<file path="src/design/first_match_substring_search_macros.svh">
// Assertion macros shared by the search block.
`ifndef FIRST_MATCH_SUBSTRING_SEARCH_MACROS_SVH
`define FIRST_MATCH_SUBSTRING_SEARCH_MACROS_SVH

// clocked check, off while reset is held
`define FMSS_ASSERT(label, prop, msg) \
    label: assert property (@(posedge aclk) disable iff (!aresetn) (prop)) else $error(msg);

// clocked check of an implication, off while reset is held
`define FMSS_ASSERT_IMP(label, ante, cons, msg) \
    label: assert property (@(posedge aclk) disable iff (!aresetn) (ante) |-> (cons)) \
        else $error(msg);

`endif

</file>
<file path="src/design/fmss_pkg.sv">
// Types, codes and byte helpers for the substring search block.
package fmss_pkg;

    localparam int PATTERN_BYTES = 16;
    localparam int CFG_DATA_WIDTH = 64;
    localparam int CFG_ADDR_WIDTH = 3;
    localparam int LENGTH_WIDTH = 5;

    localparam logic [CFG_ADDR_WIDTH-1:0] REG_PATTERN_LOW    = 3'd0;
    localparam logic [CFG_ADDR_WIDTH-1:0] REG_PATTERN_HIGH   = 3'd1;
    localparam logic [CFG_ADDR_WIDTH-1:0] REG_PATTERN_LENGTH = 3'd2;
    localparam logic [CFG_ADDR_WIDTH-1:0] REG_IGNORE_CASE    = 3'd3;
    localparam logic [CFG_ADDR_WIDTH-1:0] REG_MATCH_MODE     = 3'd4;

    localparam logic [1:0] MODE_ANY   = 2'd0;
    localparam logic [1:0] MODE_WORD  = 2'd1;
    localparam logic [1:0] MODE_START = 2'd2;

    typedef struct packed {
        logic [PATTERN_BYTES-1:0][7:0] pattern;
        logic [LENGTH_WIDTH-1:0]       length;
        logic                          ignore_case;
        logic [1:0]                    mode;
    } cfg_t;

    typedef struct packed {
        logic eq;
        logic left_name;
    } match_t;

    function automatic logic is_name(input logic [7:0] c);
        return (c >= 8'h61 && c <= 8'h7a) || (c >= 8'h41 && c <= 8'h5a) ||
               (c >= 8'h30 && c <= 8'h39) || (c == 8'h5f);
    endfunction

    function automatic logic [7:0] fold(input logic [7:0] c, input logic ic);
        if (ic && c >= 8'h41 && c <= 8'h5a) begin
            return c + 8'd32;
        end
        return c;
    endfunction

endpackage

</file>
<file path="src/design/first_match_substring_search.sv">
// Top level of the first-match substring search block.
//
// Text bytes enter on the s_ channel, one byte per beat; s_tlast marks the
// final byte of a text. Each text gives exactly one result beat on the m_
// channel: m_tuser is 1 with the start offset of the leftmost qualifying
// match in m_tdata, or 0 with the text length. After a match the rest of the
// text is consumed without results. Whole-word matches wait one byte to see
// the byte after the match (or the text end).
// A beat accepted into the input register is compared there, and its result
// is loaded into the output register. Throughput is one byte per cycle while
// results are taken; all pattern bytes are compared in parallel against the
// window that ends with the byte in the input register.
// When m_tready is low with a result waiting, the pipeline holds and s_tready
// drops once the input register is full.
// Reset (aresetn low, synchronous) clears the text state, the pipeline and
// the registers to pattern length 1, case-sensitive, any-occurrence mode.
// Configuration is written on cfg_wen/cfg_addr/cfg_wdata between texts.
module first_match_substring_search #(
    parameter int MAX_PATTERN = 16,
    parameter int POSITION_WIDTH = 32
) (
    input  logic                                aclk,
    input  logic                                aresetn,
    input  logic                                cfg_wen,
    input  logic [fmss_pkg::CFG_ADDR_WIDTH-1:0] cfg_addr,
    input  logic [fmss_pkg::CFG_DATA_WIDTH-1:0] cfg_wdata,
    input  logic                                s_tvalid,
    output logic                                s_tready,
    input  logic [7:0]                          s_tdata,  // text_byte
    input  logic                                s_tlast,
    output logic                                m_tvalid,
    input  logic                                m_tready,
    output logic [31:0]                         m_tdata,  // match_position
    output logic                                m_tuser   // found
);

`include "first_match_substring_search_macros.svh"

    localparam int LW = $clog2(MAX_PATTERN + 1);
    localparam int PW = POSITION_WIDTH;

    fmss_pkg::cfg_t cfg_reg;

    logic       in_valid_reg;
    logic [7:0] in_byte_reg;
    logic       in_last_reg;

    logic [7:0]    win_reg [MAX_PATTERN];
    logic [PW-1:0] bytes_seen_reg;
    logic          pending_reg;
    logic [PW-1:0] pending_start_reg;
    logic          done_reg;

    logic        out_valid_reg;
    logic        out_found_reg;
    logic [31:0] out_pos_reg;

    logic advance;
    logic proc;

    assign advance  = !out_valid_reg || m_tready;
    assign proc     = in_valid_reg && advance;
    assign s_tready = !in_valid_reg || advance;

    // configuration
    always_ff @(posedge aclk) begin
        if (!aresetn) begin
            cfg_reg.pattern     <= '0;
            cfg_reg.length      <= fmss_pkg::LENGTH_WIDTH'(1);
            cfg_reg.ignore_case <= 1'b0;
            cfg_reg.mode        <= fmss_pkg::MODE_ANY;
        end else if (cfg_wen) begin
            case (cfg_addr)
                fmss_pkg::REG_PATTERN_LOW: begin
                    cfg_reg.pattern[7:0] <= cfg_wdata;
                end
                fmss_pkg::REG_PATTERN_HIGH: begin
                    cfg_reg.pattern[15:8] <= cfg_wdata;
                end
                fmss_pkg::REG_PATTERN_LENGTH: begin
                    cfg_reg.length <= cfg_wdata[fmss_pkg::LENGTH_WIDTH-1:0];
                end
                fmss_pkg::REG_IGNORE_CASE: begin
                    cfg_reg.ignore_case <= cfg_wdata[0];
                end
                fmss_pkg::REG_MATCH_MODE: begin
                    cfg_reg.mode <= cfg_wdata[1:0];
                end
                default: begin
                end
            endcase
        end
    end

    // input register
    always_ff @(posedge aclk) begin
        if (!aresetn) begin
            in_valid_reg <= 1'b0;
        end else if (s_tready) begin
            in_valid_reg <= s_tvalid;
        end
    end

    always_ff @(posedge aclk) begin
        if (s_tready && s_tvalid) begin
            in_byte_reg <= s_tdata;
            in_last_reg <= s_tlast;
        end
    end

    // window after shifting in the current byte
    logic [7:0] win_new [MAX_PATTERN+1];
    always_comb begin
        win_new[0] = in_byte_reg;
        for (int k = 1; k <= MAX_PATTERN; k++) begin
            win_new[k] = win_reg[k-1];
        end
    end

    logic [LW-1:0] m_len;
    always_comb begin
        if (cfg_reg.length == '0) begin
            m_len = LW'(1);
        end else if (cfg_reg.length > fmss_pkg::LENGTH_WIDTH'(MAX_PATTERN)) begin
            m_len = LW'(MAX_PATTERN);
        end else begin
            m_len = cfg_reg.length[LW-1:0];
        end
    end

    fmss_pkg::match_t mres;

    fmss_match #(
        .MAX_PATTERN(MAX_PATTERN),
        .LW(LW)
    ) u_match (
        .cfg  (cfg_reg),
        .m_len(m_len),
        .win  (win_new),
        .res  (mres)
    );

    // search decision
    logic [PW-1:0] p;
    logic [PW-1:0] len_m1;
    logic [PW-1:0] j;
    logic [PW-1:0] seen_inc;
    logic          left_ok;
    logic          hit;
    logic [PW-1:0] hit_pos;
    logic          pend_next;
    logic [PW-1:0] pend_start_next;
    logic          res_valid;
    logic          res_found;
    logic [PW-1:0] res_pos;
    logic [63:0]   res_pos64;

    always_comb begin
        p        = bytes_seen_reg;
        len_m1   = PW'(m_len - LW'(1));
        j        = p - len_m1;
        seen_inc = (p != '1) ? p + PW'(1) : p;
        left_ok  = (p == len_m1) || !mres.left_name;

        hit             = 1'b0;
        hit_pos         = '0;
        pend_next       = 1'b0;
        pend_start_next = pending_start_reg;

        if (pending_reg && !fmss_pkg::is_name(in_byte_reg)) begin
            hit     = 1'b1;
            hit_pos = pending_start_reg;
        end

        if (!hit && p >= len_m1 && mres.eq) begin
            if (cfg_reg.mode[0]) begin
                if (left_ok) begin
                    if (in_last_reg) begin
                        hit     = 1'b1;
                        hit_pos = j;
                    end else begin
                        pend_next       = 1'b1;
                        pend_start_next = j;
                    end
                end
            end else if (cfg_reg.mode == fmss_pkg::MODE_START) begin
                if (left_ok) begin
                    hit     = 1'b1;
                    hit_pos = j;
                end
            end else begin
                hit     = 1'b1;
                hit_pos = j;
            end
        end

        res_valid = !done_reg && (hit || in_last_reg);
        res_found = hit;
        res_pos   = hit ? hit_pos : seen_inc;
        res_pos64 = 64'(res_pos);
    end

    // text state
    always_ff @(posedge aclk) begin
        if (!aresetn) begin
            bytes_seen_reg    <= '0;
            pending_reg       <= 1'b0;
            pending_start_reg <= '0;
            done_reg          <= 1'b0;
        end else if (proc) begin
            if (in_last_reg) begin
                bytes_seen_reg    <= '0;
                pending_reg       <= 1'b0;
                pending_start_reg <= '0;
                done_reg          <= 1'b0;
            end else if (!done_reg) begin
                bytes_seen_reg    <= seen_inc;
                pending_reg       <= pend_next;
                pending_start_reg <= pend_start_next;
                done_reg          <= hit;
            end
        end
    end

    always_ff @(posedge aclk) begin
        if (proc && !done_reg) begin
            for (int k = 0; k < MAX_PATTERN; k++) begin
                win_reg[k] <= win_new[k];
            end
        end
    end

    // output register
    always_ff @(posedge aclk) begin
        if (!aresetn) begin
            out_valid_reg <= 1'b0;
        end else if (advance) begin
            out_valid_reg <= proc && res_valid;
        end
    end

    always_ff @(posedge aclk) begin
        if (proc && res_valid) begin
            out_found_reg <= res_found;
            out_pos_reg   <= res_pos64[31:0];
        end
    end

    assign m_tvalid = out_valid_reg;
    assign m_tdata  = out_pos_reg;
    assign m_tuser  = out_found_reg;

    `FMSS_ASSERT(a_done_not_pending, !(done_reg && pending_reg), "pending match after result")
    `FMSS_ASSERT_IMP(a_pending_has_bytes, pending_reg, bytes_seen_reg != '0,
                     "pending match with empty text")
    `FMSS_ASSERT_IMP(a_done_has_bytes, done_reg, bytes_seen_reg != '0,
                     "result given with empty text")
    `FMSS_ASSERT_IMP(a_result_from_beat, $rose(out_valid_reg), $past(in_valid_reg),
                     "result without an input beat")

endmodule

</file>
<file path="src/design/fmss_match.sv">
// Parallel compare of the pattern against the current window alignment.
module fmss_match #(
    parameter int MAX_PATTERN = 16,
    parameter int LW = $clog2(MAX_PATTERN + 1)
) (
    input  fmss_pkg::cfg_t   cfg,
    input  logic [LW-1:0]    m_len,
    input  logic [7:0]       win [MAX_PATTERN+1],
    output fmss_pkg::match_t res
);

    always_comb begin
        logic [LW-1:0] idx;
        logic          eq;
        eq = 1'b1;
        for (int i = 0; i < MAX_PATTERN; i++) begin
            idx = m_len - LW'(1) - LW'(i);
            if (LW'(i) < m_len) begin
                if (fmss_pkg::fold(cfg.pattern[i], cfg.ignore_case) !=
                    fmss_pkg::fold(win[idx], cfg.ignore_case)) begin
                    eq = 1'b0;
                end
            end
        end
        res.eq = eq;
        res.left_name = fmss_pkg::is_name(win[m_len]);
    end

endmodule

</file>
<file path="config.mk">
export PLATFORM = sky130hd
export DESIGN_NAME = first_match_substring_search
export DESIGN_NICKNAME = d
export VERILOG_FILES = /design/src/design/fmss_pkg.sv /design/src/design/first_match_substring_search.sv /design/src/design/fmss_match.sv
export VERILOG_INCLUDE_DIRS = /design/src /design/src/design
export SDC_FILE = /design/constraint.sdc
export NUM_CORES = 1
export LEC_CHECK = 0
export BUFFER_PORTS_ARGS = -buffer_cell sky130_fd_sc_hd__buf_2
export CAP_MARGIN = 20
export CORE_ASPECT_RATIO = 0.75
export CORE_MARGIN = 4
export CORE_UTILIZATION = 55
export CTS_CLUSTER_DIAMETER = 150
export DETAILED_ROUTE_END_ITERATION = 16
export PLACE_DENSITY_LB_ADDON = 0.1
export SYNTH_ARGS = -nofsm -noshare
export SYNTH_HDL_FRONTEND = slang
export SYNTH_HIERARCHICAL = 1
export SYNTH_SLANG_ARGS = --single-unit
</file>
<file path="constraint.sdc">
create_clock -name aclk -period 25.6 [get_ports aclk]
set_clock_uncertainty 0.2 [all_clocks]
set_input_delay 3.84 -clock aclk [delete_from_list [all_inputs] [get_ports aclk]]
set_output_delay 3.84 -clock aclk [all_outputs]
set_load 0.1 [all_outputs]
</file>
==> summary.md, run 1 <==
The period utilization works out to 0.396. For the worst-skew pair, the clock arrives at the later sink with an insertion delay of 0.58 ns. The setup path with the least slack is of type flip-flop to flip-flop. The run gives 4848 as the violation count after the first detailed-route iteration.

The number of setup violations in the final report is 0, and the number of search-and-repair iterations in the first detailed-routing pass is 6. Yosys mapped the design onto 121 distinct sky130hd cell types. The worst path needs 10.14 ns of the cycle, external delays included.

For the maximum clock path buffer count, the log shows 3. In this run the remaining antenna-violating nets after routing total 0. After synthesis the netlist holds a flip-flop and latch count of 374.

Setup total negative slack on the finished layout was measured at 0 ns. The hold violation count in the final report is 0, and the headroom to the max-slew limit is 0.180. Sequential fraction of the synthesis area: 0.286. Sorting the synthesized cells by area gives the leading types as edfxtp_1 (16%), dfxtp_1 (13%), mux4_2 (8.1%), nand2_1 (6.6%), mux2i_1 (6.5%). The core region is 57600 sq um. The number of synthesized flops with an enable pin is 170. Summed over all nets, the switching power comes to 0.556 mW. The run gives 30900 as the overall via count from detail_route. In this run the number of H-tree levels came out at 2.

Data arrives at the worst endpoint at 10.15 ns. The critical path ends at m_tdata[5]. Most common cell in the netlist: nand2_1. Counting instances in the post-synthesis netlist gives the leading cell types as nand2_1 (563), mux2i_1 (207), dfxtp_1 (204). The clock root buffer is clkbuf_16. The share of final-layout standard cells stronger than drive strength 1 is 0.151, and the area of the die is 62300 sq um.

Synthesis produced a netlist whose cell count is 3578. The internal portion of the total power is 1.17 mW. The proportion of register bits with asynchronous set or reset after synthesis was 0.

In this run the post-CTS setup repair buffer count came out at 0. The average footprint of a synthesized cell was 8.97 sq um; the combinational group share of total power was 0.236. After detailed routing, the number of vias per cell comes to 7.02. Sink count of the clock tree: 374. The summed instance area of the synthesized netlist is 32100 sq um, and the width of the chip is 287 um. Across all register-to-register paths, the minimum setup slack is 15.46 ns. Routability-driven placement finished with a final weighted congestion of 1.08. The power density relative to cell area is 50.0 nW/um^2, and the number of nets in the layout is 3748. The class of the worst hold path was flip-flop to flip-flop.

The cell repeated most along the worst path is buf_4. The largest incremental delay on the critical path works out to 0.71 ns. The run finished with clean final reports. The die is 217 um tall. The area added between synthesis and finish was 7.46%; the sequential share of power was 0.385.

For the final count of pins violating max slew, the log shows 0. The Yosys step of the flow raised 6 warnings. After global routing the overflow that remains totals 0. The number of gates resized after CTS was 0. In the final routed layout, each cell accounts on average for 28.5 um. The initial core utilization was 0.557. The logic depth of the worst register-to-register path works out to 30. The number of global-route vias before repair was 28100. Row generation in the floorplan step produced 76 rows.

The pin count of the biggest net entering global routing was 154. Of all cell types, the one taking the most synthesized area is edfxtp_1. Hold repair after CTS inserted 0 buffers.

Setup repair after global routing left no endpoint under its margin. Once routing completed, OpenROAD measured the worst setup slack at 15.46 ns. TritonCTS built the clock tree. The transition time of the tightest slew-check pin works out to 1.23 ns. The worst setup path is captured at a flip-flop.

In this run, CTS created clock tree buffers numbering 41. In this run the critical register-to-register path is captured at m_tdata[5]. Across the VDD grid, the largest voltage drop is 0.0616 mV. The nature of the critical path startpoint is a flip-flop. The worst register-to-register path begins at cfg_reg[4]. The maximum fanout along the worst path was 48. The number of flip-flops in the largest register is 136, and the total global-route track usage is 0.389. The number of buffer cells added on primary ports was 115; the worst-case setup slack after placement was 15.79 ns.

The first global-routing pass estimated 184 mm of wire. The switching part of the total power came out at 0.322. The share of the synthesized area in the top cell type was 0.159; the I/O pin count was 116.

For this run, the leading register cell type out of synthesis is dfxtp_1. The sum of routed wire length over all layers was 126 mm; the clock-pin slew on the worst setup and hold paths was 0.06 ns. In this run the static leakage power is 13.2 nW. The number of antenna violations at the first check in global routing is 7, and the DRC violation count after routing is 0.

The cell at the slowest stage of the critical path was o41ai_1. The critical path data required time is 25.61 ns. Based on the critical path, the design can be clocked at up to 98.6 MHz. Max-cap violations in this run came to 0.

The share of total power in the clock network is 0.379. Tracing the worst setup path back leads to its startpoint at cfg_reg[4]. The run gives 95.4 mm as the placed wire-length estimate after detailed placement.
-- power groups by stage --
stage / clock network, mW / registers (mW) / logic (mW)
finish: 0.654 / 0.664 / 0.408
global route: 0.688 / 0.665 / 0.425
CTS: 0.661 / 0.663 / 0.387
detailed placement: 0 / 0.676 / 0.385
global placement: 0 / 0.674 / 0.381
floorplan: 0 / 0.678 / 0.260
-- worst min path at each step --
stage / start / endpoint / slack (ns) / cells after the start
6_report: pending_start_reg[9] / pending_start_reg[9] / 0.26 / 2
5_1_grt: pending_start_reg[24] / pending_start_reg[24] / 0.28 / 2
4_1_cts: pending_start_reg[12] / pending_start_reg[12] / 0.26 / 2
3_5_place_dp: pending_start_reg[11] / pending_start_reg[11] / 0.25 / 2
3_3_place_gp: pending_start_reg[9] / pending_start_reg[9] / 0.24 / 2
2_1_floorplan: pending_start_reg[11] / pending_start_reg[11] / 0.23 / 2
-- kinds of logic after synthesis --
group,share of synthesized area
compound gates,0.200
xor+xnor,0.0640
fa+ha+maj,0.0318
buf+inv,0.0473
flops,0.286
mux,0.180
other cells,0.000117
simple gates,0.191
-- critical path: cells and delay by family, from the launching register on --
kind	cells	cell delay (ns)
and+or+nand+nor	10	2.70
AOI/OAI and AO/OA	7	2.42
buffers and inverters	7	2.10
adders and majority gates	3	1.01
xor gates and xnor gates	2	0.52
muxes	1	0.38
DFF	1	0.34
-- layout by cell type (no fill, tap or decap), types with 90 or more instances in the layout --
cell type	count
nor3_1	91
a21oi_1	133
mux2i_1	207
nand2_1	562
xnor2_1	98
dfxtp_1	203
nor2_1	165
o21ai_0	159
mux2_2	90
edfxtp_1	170
buf_2	114
mux4_2	115
nand3_1	111
a21boi_0	138
-- final cells by class --
type	instances	area, sq um
Clock buffer	51	1120
Antenna cell	1	2.50
Inverter	75	287
Timing Repair Buffer	168	1020
Sequential cell	374	9190
Multi-Input combinational cell	2926	21600
Clock inverter	25	330
Fill cell	4958	23100
Tap cell	780	976
-- per-stage QoR --
step | cells | power, mW | util | hold slack, ns | area [sq um]
final | 4400 | 1.73 | 0.598 | 0.262 | 34500
after global routing | 4400 | 1.78 | 0.598 | 0.279 | 34500
after CTS | 4395 | 1.71 | 0.597 | 0.262 | 34400
after detailed placement | 4319 | 1.06 | 0.572 | 0.250 | 33000
after global placement | 4319 | 1.05 | 0.572 | 0.240 | 33000
after floorplan | 3605 | 0.938 | - | 0.231 | 32200
-- per-layer routing --
| metal | part of all wire | vias to the layer above | track usage | wire length [um] |
|---|---|---|---|---|
| li1 | - | 13400 | - | - |
| met1 | 0.41 | 15000 | 0.558 | 51600 |
| met2 | 0.40 | 2125 | 0.533 | 49900 |
| met3 | 0.15 | 311 | 0.156 | 19400 |
| met4 | 0.037 | 6 | 0.125 | 4670 |
| met5 | 0.00036 | - | 0.00156 | 45 |
Power figures use the tool's default switching activity.
==> inputs of run 2 (changes only) <==
clock period = 8.97 ns   (was 25.6 ns; I/O delays follow)
==> summary.md, run 2 (synthesis results as in run 1) <==
The flow ran to the end, and the final reports show no timing, DRC or antenna violations. The largest incremental delay on the critical path works out to 0.75 ns (was 0.71 ns). The weighted congestion reported at the end of routability-driven placement is 1.07 (was 1.08).

Switching part of the total power: 0.328 (was 0.322). The nature of the critical path startpoint is a flip-flop (unchanged). The violation count after the first detailed-route iteration is 4515 (was 4848), and the maximum fanout along the worst path is 65 (was 48). Setup repair after global routing left no endpoint under its margin. The global-route wire length before repair was 185 mm (was 184 mm); the mean routed wirelength per cell was 28.5 um (about the same).

The cell-internal power was 3.29 mW (was 1.17 mW); the headroom to the max-slew limit was 0.278 (was 0.180). The width of the chip came out at 287 um (unchanged). The transition time of the tightest slew-check pin is 1.08 ns (was 1.23 ns), and the DRC violation count after routing is 0 (unchanged).

The logs give 0 (unchanged) for the number of maximum-capacitance constraint violations and 3771 (was 3748) for the number of nets in the layout. The number of buffers added by the clock tree synthesis step was 42 (was 41); the pin count of the biggest net entering global routing was 125 (was 154). Number of antenna violations at the first check in global routing: 6 (was 7). The run gives 0.557 (unchanged) as the initial core utilization. The logs give 13.3 nW (was 13.2 nW) for the leakage power and 0 (unchanged) for the number of buffers inserted by hold repair at cts.

The logs give 0 (unchanged) for the final antenna-violating net count and 0.373 (was 0.379) for the share of total power in the clock network. The run gives 1.61 mW (was 0.556 mW) as the switching power. The clock latency on the worst-skew pair is 0.58 ns (about the same).

The logs give 96.8 mm (was 95.4 mm) for the placed wire-length estimate after detailed placement and 8.95 ns (was 10.15 ns) for the critical path data arrival time. The tools report the number of global-route vias before repair as 28400 (was 28100). The number of flip-flops in the largest register was 136 (unchanged). The class of the most critical setup path was flip-flop to flip-flop (unchanged).

The clock-pin slew on the worst setup and hold paths was 0.07 ns (was 0.06 ns). The period utilization works out to 0.963 (was 0.396). H-tree depth: 2 (unchanged). The logs give 116 MHz (was 98.6 MHz) for the achievable frequency and 0 (unchanged) for the total setup buffers inserted after CTS. The cell at the slowest stage of the critical path is buf_4 (was o41ai_1).

The die extent in y came out at 217 um (unchanged). The clock root buffer was clkbuf_16 (unchanged). The run gives 33100 sq um (was 33000 sq um) as the instance area after placement. The total global-route track usage was 0.391 (was 0.389); the placement row count was 76 (unchanged). The run gives 0.165 mV (was 0.0616 mV) as the worst ir drop on vdd. For the number of setup violations in the final report, the log shows 0 (unchanged). The number of buffer cells added on primary ports was 115 (unchanged). The sum of negative setup slack was 0 ns (unchanged). Overall via count from detail_route: 31000 (was 30900). The total core area was 57600 sq um (unchanged).

The final-layout worst hold slack came out at 0.255 ns (was 0.262 ns). The I/O pin count was 116 (unchanged); the number of cells after detailed placement was 4341 (was 4319). The final critical delay including setup and external delays came out at 8.63 ns (was 10.14 ns). The tools report the critical path capture point type as a flip-flop (unchanged).

Combinational group share of total power: 0.239 (was 0.236). The power density relative to cell area is 141 nW/um^2 (was 50.0 nW/um^2), and the number of search-and-repair iterations in the first detailed-routing pass is 9 (was 6). The area added between synthesis and finish came out at 7.88% (was 7.46%). The sum of routed wire length over all layers is 126 mm (about the same), and the maximum clock path buffer count is 3 (unchanged). The signal on the critical path passes through or2_2, inv_6, inv_2, ha_4, buf_4, mux2_2, mux2i_1, mux2_2, nand2_1, a32o_1, ha_1, a31oi_1, nand4_1, a211o_1, a2111oi_2, o21ai_1, a221oi_1, and4_1, nand2_1, nor4b_1, o21a_4, nand2_2, o21ai_1.

The tools report the critical path data required time as 9.28 ns (was 25.61 ns). The class of the worst hold path is flip-flop to flip-flop (unchanged). For the post-layout total power, the log shows 4.89 mW (was 1.73 mW). TritonCTS built the clock tree. Commonest non-fill, non-tap cell in the layout: nand2_1 (unchanged). Most frequent cells in the layout: nand2_1 (562), mux2i_1 (207), dfxtp_1 (203) (unchanged).

The final count of pins violating max slew was 0 (unchanged); the final instance area was 34600 sq um (was 34500 sq um). The area of the die was 62300 sq um (unchanged); the share of final-layout standard cells stronger than drive strength 1 was 0.158 (was 0.151). The sink count of the clock tree was 374 (unchanged); the hold violation count in the final report was 0 (unchanged). The tools report the filler-free cell count of the finished design as 4426 (was 4400). The run gives 0.388 (was 0.385) as the sequential share of power. The count of cells resized by post-cts repair is 0 (unchanged), and the vias per cell is 7.00 (was 7.02). The sum of overflow across all layers after global routing was 0 (unchanged).
## run 2: changes by cell type in the layout (fill, tap and decap cells not counted), moves of 2 or more
cell | before | now
inv_6 | 6 | 4
bufinv_16 | 7 | 5
buf_6 | 2 | 0
clkinv_4 | 0 | 2
inv_8 | 0 | 2
buf_8 | 0 | 2
clkbuf_1 | 6 | 3
clkinv_2 | 5 | 7
clkbuf_8 | 1 | 3
buf_4 | 49 | 74
diode_2 | 1 | 4
## run 2: layout make-up
| type | instances | area (sq um) |
|---|---|---|
| fillers | 4980 | 23000 |
| multi-input cells | 2926 | 21600 |
| repair buffers | 190 | 1160 |
| flip-flops and latches | 374 | 9190 |
| clock inverters | 29 | 327 |
| diodes | 4 | 10.0 |
| inverters | 75 | 287 |
| clock buffers | 48 | 1100 |
| well taps | 780 | 976 |
## run 2: power by group through the flow
stage | Sequential [mW] | Clock (mW) | Combinational, mW
final | 1.90 | 1.82 | 1.17
after global routing | 1.90 | 1.91 | 1.22
after CTS | 1.89 | 1.84 | 1.11
after detailed placement | 1.93 | 0 | 1.11
after global placement | 1.93 | 0 | 1.09
after floorplan | 1.93 | 0 | 0.742
## run 2: routing by layer
metal  vias to the layer above  wire [um]  GRT usage
met2                      2094      49400      0.529
met5                         -         58          0
met3                       335      19600      0.162
met1                     15100      51900      0.554
met4                         6       5290      0.143
li1                      13500          -          -
## run 2: worst max-delay path, delay by kind of cell (launching register included)
kind                     cells  cell delay, ns
AO/OA/AOI/OAI                8            2.40
AND/OR/NAND/NOR              7            1.93
multiplexers                 3            1.50
buffers and inverters        3            1.26
adder cells (fa/ha/maj)      2            0.70
flip-flops                   1            0.53
## run 2: final timing paths
path,start,slack [ns],depth (start not counted),end
worst min register to register,pending_start_reg[9],0.26,2,pending_start_reg[9]
worst min-delay path,pending_start_reg[9],0.26,2,pending_start_reg[9]
worst max-delay path,cfg_reg[7],0.34,23,pending_start_reg[27]
worst max register to register,cfg_reg[7],0.34,23,pending_start_reg[27]
## run 2: per-stage QoR
step / worst slack [ns] / utilization
after detailed placement: 0.559 / 0.575
after global placement: 0.789 / 0.575
final: 0.336 / 0.601
after global routing: 0.0176 / 0.601
after CTS: 0.526 / 0.600
after floorplan: 0.212 / -
